## src/rtl/lmcf_pkg.sv

```systemverilog
package lmcf_pkg;

  // Matrix geometry
  localparam int unsigned ROWS = 8;
  localparam int unsigned RowW = (ROWS > 1) ? $clog2(ROWS) : 1;

  // Driver register addresses
  localparam logic [3:0] AddrDecode    = 4'h9;
  localparam logic [3:0] AddrIntensity = 4'hA;
  localparam logic [3:0] AddrScan      = 4'hB;
  localparam logic [3:0] AddrShutdown  = 4'hC;
  localparam logic [3:0] AddrTest      = 4'hF;

  localparam int unsigned PcW = 4;

  typedef enum logic [2:0] {
    OpInit       = 3'd0,
    OpSetLed     = 3'd1,
    OpSetRow     = 3'd2,
    OpClear      = 3'd3,
    OpBrightness = 3'd4,
    OpShutStop   = 3'd5,
    OpTestStop   = 3'd6,
    OpNone       = 3'd7
  } op_e;

  typedef enum logic [1:0] {
    AselConst  = 2'd0,
    AselRowIn  = 2'd1,
    AselRowCnt = 2'd2
  } addr_sel_e;

  typedef enum logic [1:0] {
    DselConst  = 2'd0,
    DselLed    = 2'd1,
    DselValue  = 2'd2,
    DselNibble = 2'd3
  } data_sel_e;

  // One control word of the sequencer program
  typedef struct packed {
    addr_sel_e  addr_sel;
    data_sel_e  data_sel;
    logic [3:0] addr;
    logic [7:0] data;
    logic       shadow_wr;  // write frame data back to the addressed row
    logic       row_loop;   // repeat over all rows, clearing each
    logic       last;       // end of program
  } ctrl_word_t;

  // Program entry points
  localparam logic [PcW-1:0] PcInit       = 4'd0;
  localparam logic [PcW-1:0] PcSetLed     = 4'd6;
  localparam logic [PcW-1:0] PcSetRow     = 4'd7;
  localparam logic [PcW-1:0] PcClear      = 4'd8;
  localparam logic [PcW-1:0] PcBrightness = 4'd9;
  localparam logic [PcW-1:0] PcShutStop   = 4'd10;
  localparam logic [PcW-1:0] PcTestStop   = 4'd11;
  localparam logic [PcW-1:0] PcLastStep   = 4'd11;

  function automatic ctrl_word_t cw(addr_sel_e as, data_sel_e ds, logic [3:0] a,
                                    logic [7:0] d, logic wr, logic lp, logic lst);
    ctrl_word_t w;
    w.addr_sel  = as;
    w.data_sel  = ds;
    w.addr      = a;
    w.data      = d;
    w.shadow_wr = wr;
    w.row_loop  = lp;
    w.last      = lst;
    return w;
  endfunction

  function automatic ctrl_word_t prog_rom(logic [PcW-1:0] pc);
    ctrl_word_t w;
    case (pc)
      4'd0:    w = cw(AselConst, DselConst, AddrScan, 8'(ROWS - 1), 1'b0, 1'b0, 1'b0);
      4'd1:    w = cw(AselConst, DselConst, AddrDecode, 8'h00, 1'b0, 1'b0, 1'b0);
      4'd2:    w = cw(AselConst, DselConst, AddrShutdown, 8'h01, 1'b0, 1'b0, 1'b0);
      4'd3:    w = cw(AselConst, DselConst, AddrTest, 8'h00, 1'b0, 1'b0, 1'b0);
      4'd4:    w = cw(AselRowCnt, DselConst, 4'h0, 8'h00, 1'b0, 1'b1, 1'b0);
      4'd5:    w = cw(AselConst, DselConst, AddrIntensity, 8'h0F, 1'b0, 1'b0, 1'b1);
      4'd6:    w = cw(AselRowIn, DselLed, 4'h0, 8'h00, 1'b1, 1'b0, 1'b1);
      4'd7:    w = cw(AselRowIn, DselValue, 4'h0, 8'h00, 1'b1, 1'b0, 1'b1);
      4'd8:    w = cw(AselRowCnt, DselConst, 4'h0, 8'h00, 1'b0, 1'b1, 1'b1);
      4'd9:    w = cw(AselConst, DselNibble, AddrIntensity, 8'h00, 1'b0, 1'b0, 1'b1);
      4'd10:   w = cw(AselConst, DselConst, AddrShutdown, 8'h01, 1'b0, 1'b0, 1'b1);
      4'd11:   w = cw(AselConst, DselConst, AddrTest, 8'h00, 1'b0, 1'b0, 1'b1);
      default: w = cw(AselConst, DselConst, 4'h0, 8'h00, 1'b0, 1'b0, 1'b1);
    endcase
    return w;
  endfunction

  // Shadow write command
  typedef struct packed {
    logic            en;
    logic [RowW-1:0] idx;
    logic [7:0]      data;
  } shadow_wr_t;

endpackage

```

## src/rtl/lmcf_shadow.sv

```systemverilog
module lmcf_shadow (
  input  logic                        clk_i,
  input  logic                        rst_ni,
  input  lmcf_pkg::shadow_wr_t        wr_i,
  input  logic [lmcf_pkg::RowW-1:0]   rd_idx_i,
  output logic [7:0]                  rd_data_o
);

  logic [7:0] rows_q [lmcf_pkg::ROWS];

  always_ff @(posedge clk_i or negedge rst_ni) begin
    if (!rst_ni) begin
      for (int i = 0; i < int'(lmcf_pkg::ROWS); i++) begin
        rows_q[i] <= 8'h00;
      end
    end else if (wr_i.en) begin
      rows_q[wr_i.idx] <= wr_i.data;
    end
  end

  assign rd_data_o = rows_q[rd_idx_i];

endmodule

```

## src/rtl/led_matrix_command_framer.sv

```systemverilog
// LED matrix command framer.
// Slave stream s_axis_* takes one command word; master stream m_axis_* gives
// one driver frame (register address, data byte) per word, tlast on the last
// frame of a command. A small program ROM steps through each command's frames,
// one control word per frame; a row loop step repeats over the matrix rows.
// Frame counts: init 4 + ROWS + 1, clear ROWS, every other command 1, and a
// command with a row or column out of range (or the unused opcode) none.
// After a command is taken, its frames are loaded into the output register;
// with the receiver ready, frames follow one per cycle. A new command is taken
// in the cycle after the last frame is loaded into the output register; an
// empty command is dropped and the slave stream stays ready for the next.
// The output register holds its frame while m_axis_tready_i is low and the
// sequencer waits on it. Reset clears the shadow rows, empties the output
// register and idles the sequencer.
module led_matrix_command_framer (
  input  logic        clk_i,
  input  logic        rst_ni,
  input  logic        s_axis_tvalid_i,
  output logic        s_axis_tready_o,
  // [2:0] op, [6:3] row, [10:7] col, [11] led_on, [19:12] value, [23:20] zero
  input  logic [23:0] s_axis_tdata_i,
  output logic        m_axis_tvalid_o,
  input  logic        m_axis_tready_i,
  // [3:0] reg_addr, [11:4] reg_data, [15:12] zero
  output logic [15:0] m_axis_tdata_o,
  output logic        m_axis_tlast_o
);

  logic                          busy_q, busy_d;
  logic [lmcf_pkg::PcW-1:0]      pc_q, pc_d;
  logic [lmcf_pkg::RowW-1:0]     rc_q, rc_d;
  logic [3:0]                    row_q, col_q;
  logic                          led_on_q;
  logic [7:0]                    value_q;
  logic                          out_valid_q, out_valid_d;
  logic [3:0]                    out_addr_q;
  logic [7:0]                    out_data_q;
  logic                          out_last_q;

  lmcf_pkg::ctrl_word_t      cword;
  lmcf_pkg::shadow_wr_t      shadow_wr;
  logic [7:0]                shadow_rd;
  logic                      in_fire, step_en, rc_end, last_frame, cmd_ok;
  logic [lmcf_pkg::PcW-1:0]  entry_pc;
  logic [3:0]                in_row, in_col, frame_addr;
  logic [2:0]                in_op;
  logic [7:0]                frame_data, led_bit;

  assign in_op  = s_axis_tdata_i[2:0];
  assign in_row = s_axis_tdata_i[6:3];
  assign in_col = s_axis_tdata_i[10:7];

  assign s_axis_tready_o = !busy_q;
  assign in_fire         = s_axis_tvalid_i && s_axis_tready_o;

  // Decode entry point; drop commands that emit nothing
  always_comb begin
    entry_pc = lmcf_pkg::PcInit;
    cmd_ok   = 1'b1;
    case (lmcf_pkg::op_e'(in_op))
      lmcf_pkg::OpInit:       entry_pc = lmcf_pkg::PcInit;
      lmcf_pkg::OpSetLed: begin
        entry_pc = lmcf_pkg::PcSetLed;
        cmd_ok   = (in_row < 4'(lmcf_pkg::ROWS)) && !in_col[3];
      end
      lmcf_pkg::OpSetRow: begin
        entry_pc = lmcf_pkg::PcSetRow;
        cmd_ok   = in_row < 4'(lmcf_pkg::ROWS);
      end
      lmcf_pkg::OpClear:      entry_pc = lmcf_pkg::PcClear;
      lmcf_pkg::OpBrightness: entry_pc = lmcf_pkg::PcBrightness;
      lmcf_pkg::OpShutStop:   entry_pc = lmcf_pkg::PcShutStop;
      lmcf_pkg::OpTestStop:   entry_pc = lmcf_pkg::PcTestStop;
      default:                cmd_ok   = 1'b0;
    endcase
  end

  assign cword      = lmcf_pkg::prog_rom(pc_q);
  assign step_en    = busy_q && (!out_valid_q || m_axis_tready_i);
  assign rc_end     = rc_q == lmcf_pkg::RowW'(lmcf_pkg::ROWS - 1);
  assign last_frame = cword.last && (!cword.row_loop || rc_end);
  assign led_bit    = 8'h80 >> col_q[2:0];

  lmcf_shadow u_shadow (
    .clk_i     (clk_i),
    .rst_ni    (rst_ni),
    .wr_i      (shadow_wr),
    .rd_idx_i  (row_q[lmcf_pkg::RowW-1:0]),
    .rd_data_o (shadow_rd)
  );

  // Datapath: frame address and data from the current control word
  always_comb begin
    case (cword.addr_sel)
      lmcf_pkg::AselConst:  frame_addr = cword.addr;
      lmcf_pkg::AselRowIn:  frame_addr = row_q + 4'd1;
      lmcf_pkg::AselRowCnt: frame_addr = 4'(rc_q) + 4'd1;
      default:              frame_addr = cword.addr;
    endcase
    case (cword.data_sel)
      lmcf_pkg::DselConst:  frame_data = cword.data;
      lmcf_pkg::DselLed:    frame_data = led_on_q ? (shadow_rd | led_bit)
                                                  : (shadow_rd & ~led_bit);
      lmcf_pkg::DselValue:  frame_data = value_q;
      lmcf_pkg::DselNibble: frame_data = {4'h0, value_q[3:0]};
      default:              frame_data = cword.data;
    endcase
  end

  always_comb begin
    shadow_wr.en   = step_en && (cword.shadow_wr || cword.row_loop);
    shadow_wr.idx  = cword.row_loop ? rc_q : row_q[lmcf_pkg::RowW-1:0];
    shadow_wr.data = cword.row_loop ? 8'h00 : frame_data;
  end

  // Sequencer
  always_comb begin
    busy_d      = busy_q;
    pc_d        = pc_q;
    rc_d        = rc_q;
    out_valid_d = out_valid_q;
    if (m_axis_tready_i) begin
      out_valid_d = 1'b0;
    end
    if (in_fire) begin
      busy_d = cmd_ok;
      pc_d   = entry_pc;
      rc_d   = '0;
    end else if (step_en) begin
      out_valid_d = 1'b1;
      if (cword.row_loop && !rc_end) begin
        rc_d = rc_q + lmcf_pkg::RowW'(1);
      end else begin
        rc_d = '0;
        pc_d = pc_q + lmcf_pkg::PcW'(1);
      end
      if (last_frame) begin
        busy_d = 1'b0;
      end
    end
  end

  always_ff @(posedge clk_i or negedge rst_ni) begin
    if (!rst_ni) begin
      busy_q      <= 1'b0;
      pc_q        <= '0;
      rc_q        <= '0;
      out_valid_q <= 1'b0;
    end else begin
      busy_q      <= busy_d;
      pc_q        <= pc_d;
      rc_q        <= rc_d;
      out_valid_q <= out_valid_d;
    end
  end

  always_ff @(posedge clk_i) begin
    if (in_fire) begin
      row_q    <= in_row;
      col_q    <= in_col;
      led_on_q <= s_axis_tdata_i[11];
      value_q  <= s_axis_tdata_i[19:12];
    end
    if (step_en) begin
      out_addr_q <= frame_addr;
      out_data_q <= frame_data;
      out_last_q <= last_frame;
    end
  end

  assign m_axis_tvalid_o = out_valid_q;
  assign m_axis_tdata_o  = {4'h0, out_data_q, out_addr_q};
  assign m_axis_tlast_o  = out_last_q;

  // Last step of a program returns the sequencer to idle
  a_last_ends: assert property (@(posedge clk_i) disable iff (!rst_ni)
    step_en && last_frame |=> !busy_q)
    else $error("sequencer still busy after last frame");

  // Row counter only moves inside a row loop
  a_rc_in_loop: assert property (@(posedge clk_i) disable iff (!rst_ni)
    rc_q != '0 |-> busy_q && cword.row_loop)
    else $error("row counter active outside row loop");

  // Program counter stays inside the program while busy
  a_pc_range: assert property (@(posedge clk_i) disable iff (!rst_ni)
    busy_q |-> pc_q <= lmcf_pkg::PcLastStep)
    else $error("program counter out of range");

endmodule
```

## config.mk

```make
export PLATFORM = sky130hd
export DESIGN_NAME = led_matrix_command_framer
export DESIGN_NICKNAME = d
export VERILOG_FILES = /design/src/rtl/lmcf_pkg.sv /design/src/rtl/lmcf_shadow.sv /design/src/rtl/led_matrix_command_framer.sv
export SDC_FILE = /design/constraint.sdc
export NUM_CORES = 1
export LEC_CHECK = 0
export ABC_CLOCK_PERIOD_IN_PS = 2700
export BUFFER_PORTS_ARGS = -buffer_cell sky130_fd_sc_hd__buf_2
export CORE_UTILIZATION = 45
export CTS_BUF_LIST = sky130_fd_sc_hd__clkbuf_8
export DETAILED_ROUTE_END_ITERATION = 16
export GPL_TIMING_DRIVEN = 0
export PLACE_DENSITY_LB_ADDON = 0.15
export RECOVER_POWER = 100
export REMOVE_ABC_BUFFERS = 1
export SETUP_SLACK_MARGIN = 0.5
export SYNTH_ARGS = -nofsm -noshare
export SYNTH_HDL_FRONTEND = slang
export SYNTH_SLANG_ARGS = --single-unit
```

## constraint.sdc

```tcl
create_clock -name clk_i -period 2.7 [get_ports clk_i]
set_clock_uncertainty 0.2 [all_clocks]
set_input_delay 0.405 -clock clk_i [delete_from_list [all_inputs] [get_ports clk_i]]
set_output_delay 0.405 -clock clk_i [all_outputs]
set_load 0.005 [all_outputs]
```

==> out/results.txt <==
Status -> complete, but fails checks
Failing checks -> design-rule violations
Clk_lat worst skew -> 380 ps
Compound-Gate Fraction of Synth Area -> 15.7%
# DRC -> 4
Ys Warns -> 0
DR vias -> 4262
Buf+Inv Stages, Crit Path -> 3
GPL Wtd Cong -> 0.815
Crit. End Element -> flop
CP Cell Sequence -> inv_2 > or3_4 > ha_4 > nor2_4 > buf_12 > buf_16 > o21ai_2 > mux2_2
Sw power -> 2520 uW
Synth Area in XOR/XNOR -> 1.43%
Post-Synth Adder-Cell Area -> 3.23%
Nets -> 603
Iter 0 DRT Violations -> 284
Grt ovf -> 0
First-pass GRT wire length -> 23500 um
Slowest cell delay on critical path -> 510 ps
Placed instance area -> 5710 sq um
Async set-reset flop share out of synthesis -> 71.6%
Endpoints failing setup -> 0
Flops & latches, synth -> 102
Design Area, Final -> 7260 sq um
Post-synth cell types -> 66
Worst endpoint required time -> 2760 ps
RSZ-0062 raised after global routing -> true
Final hold vios -> 0
Comb power frac -> 50.9%
Per-cell routed wire length -> 21.6 um
Drt pass-1 iters -> 13
Final period util -> 93.9%
Crit path arrival time -> 2600 ps
DIE AREA -> 12500 sq um
Syn-to-layout area delta -> 33.7%
PortBufs -> 38
Commonest cells in the netlist -> dfrtp_1 (73), mux2_2 (57), edfxtp_1 (29)
Io pins -> 47
Crit path from -> pc_q[2]
VDD IR-drop max -> 0.430 mV
Largest family of logic cells by synthesized area -> compound AO/OA/AOI/OAI gates
DP Wirelength -> 8780 um
Chip Height -> 112 um
Static Leak -> 0.00314 uW
PwrDens -> 905 nW/um^2
Total CTS buffers -> 9
CTS max path bufs -> 2
Min-delay src -> s_axis_tdata_i[7]
Worst slack at placement -> -1140 ps
Initial Util -> 46.9%
CP Launch Type -> flop
GRT Total Usage -> 24.8%
Top cell type's share of synthesized area -> 33.7%
Worst Hold Class -> in2reg
CP max-delay cell -> dfrtp_1
Top-count cell post-synth -> dfrtp_1
Vias in the first global route -> 4314
Int Pwr -> 4050 uW
Worst r2r src -> pc_q[2]
Fraction of synthesized area in multiplexers -> 15.5%
Least-Margin Pin Slew -> 1170 ps
Clk sink count -> 102
Post-synthesis area per instance -> 12.1 sq um
Sw Share -> 38.3%
Post-DR vias/cell -> 6.02
Netlist area before placement -> 5430 sq um
Power share of the clock group -> 13.8%
EDFF count, synth -> 29
Final min period -> 2530 ps
Core Rows -> 39
Mapped Cells -> 447
Clock Pin Slew Worst Setup and Hold Paths -> 100 ps
Post-route ant nets -> 0
Top FF cell, synth -> dfrtp_1
Worst Hold Slack -> 16.1 ps
Sequential power share -> 35.3%
Final setup margin -> 166 ps
WL final -> 15300 um
Share of layout cells above drive strength 1 -> 41.9%
Maximum fanout along the worst path -> 8
Max-Cap Viols -> 0
Die X -> 112 um
Final slew viol count -> 0
Seq/Total Area, Yosys -> 49.7%
CTS tree -> built
Delay-heaviest family, CP -> simple AND/OR/NAND/NOR gates
Fmax -> 395 MHz
CTS root buffer -> clkbuf_8
Antenna violations before repair -> 0
Synth area leader -> dfrtp_1
WS Path Type -> reg2reg
Max-slew headroom -> 22.1%
N_diodes -> 0
Pin count of the biggest net entering global routing -> 59
Post-synthesis simple-gate area fraction -> 9.85%
Dominant cells by area after synthesis -> dfrtp_1 (34%), edfxtp_1 (16%), mux2_2 (12%)
Std-Cell Core Area -> 11600 sq um
CTS H-tree lvls -> 3
worst paths after layout:
kind / endpoint / slack [ps] / depth (start not counted)
max reg2reg: u_shadow.rows_q[20] / 170 / 8
max in group asynchronous: u_shadow.rows_q[15] / 850 / 3
min reg2reg: u_shadow.rows_q[45] / 300 / 1
min: col_q[0] / 20 / 1
min in group asynchronous: pc_q[3] / 590 / 2
max: u_shadow.rows_q[20] / 170 / 8
registers in the layout, summed over array words and instances (netlist names), 3 cells and up:
signal           flops
out_data_q           8
out_addr_q           4
value_q              8
row_q                4
col_q                3
rc_q                 3
pc_q                 4
u_shadow.rows_q     64
timing repair:
| item | in CTS | in global routing |
|---|---|---|
| gates cloned | 4 | 1 |
| setup endpoints to repair | 80 | 79 |
| hold endpoints to repair | 28 | 0 |
| buffers inserted | 46 | 24 |
| pin swaps | 37 | 27 |
| resized for setup | 135 | 38 |
| hold buffers | 14 | 0 |
power groups by stage:
stage               clock (uW)  sequential, uW  combinational, uW
floorplan                    0            2340               1340
global placement             0            2400               1870
detailed placement           0            2390               1960
CTS                        919            2330               3080
global route               969            2350               3570
finish                     907            2320               3340
stage by stage:
stage          utilization, %  setup TNS (ps)  total power (uW)  std cells
6_report                 62.8               0              6570        708
5_1_grt                  62.8               0              6900        708
4_1_cts                  61.2               0              6330        683
3_5_place_dp             49.3          -59340              4350        604
3_3_place_gp             48.5          -65850              4270        600
2_1_floorplan               -          -17160              3680        419
logic make-up (layout without fill, tap and decap cells):
family	count (synthesis)	in the layout
xor+xnor	8	8
buf+inv	42	155
simple gates	95	97
compound gates	108	108
flops	102	102
mux	77	77
fa+ha+maj	14	14
other cells	1	4
cell usage in the layout, fill, tap and decap left out, types with 6 or more instances in the layout:
master / netlist / final
dfrtp_1: 73 / 68
buf_4: 5 / 47
buf_2: 10 / 30
edfxtp_1: 29 / 29
mux2_2: 57 / 28
a32o_1: 24 / 24
mux2i_1: 20 / 18
mux2_1: 0 / 18
nand2_1: 20 / 16
nor2_1: 17 / 15
dlygate4sd3_1: 0 / 14
clkbuf_1: 10 / 13
mux2_4: 0 / 11
o21ai_0: 17 / 10
clkbuf_8: 0 / 10
buf_6: 3 / 9
nand3_1: 8 / 8
inv_1: 10 / 8
ha_4: 0 / 8
a21oi_1: 14 / 7
a21oi_2: 0 / 7
buf_12: 2 / 7
nor2b_1: 10 / 6
o22ai_1: 11 / 6
ha_1: 14 / 6
metal layers:
| metal | GRT usage (%) | vias to the layer above | part of all wire [%] |
|---|---|---|---|
| met5 | 0 | - | 0 |
| met4 | 10.1 | 0 | 2.3 |
| met3 | 4.25 | 26 | 4.6 |
| met2 | 40.3 | 128 | 50 |
| met1 | 33.0 | 2185 | 44 |
| li1 | - | 1923 | - |
layout make-up:
cell class                      instances  area [sq um]
Fill cell                             859          4310
Multi-Input combinational cell        308          3010
Sequential cell                       102          2710
Timing Repair Buffer                  129          1140
Tap cell                              143           179
Clock buffer                           10           138
Inverter                               11          56.3
Clock inverter                          5          35.0
(Power assumes the default switching activity.)
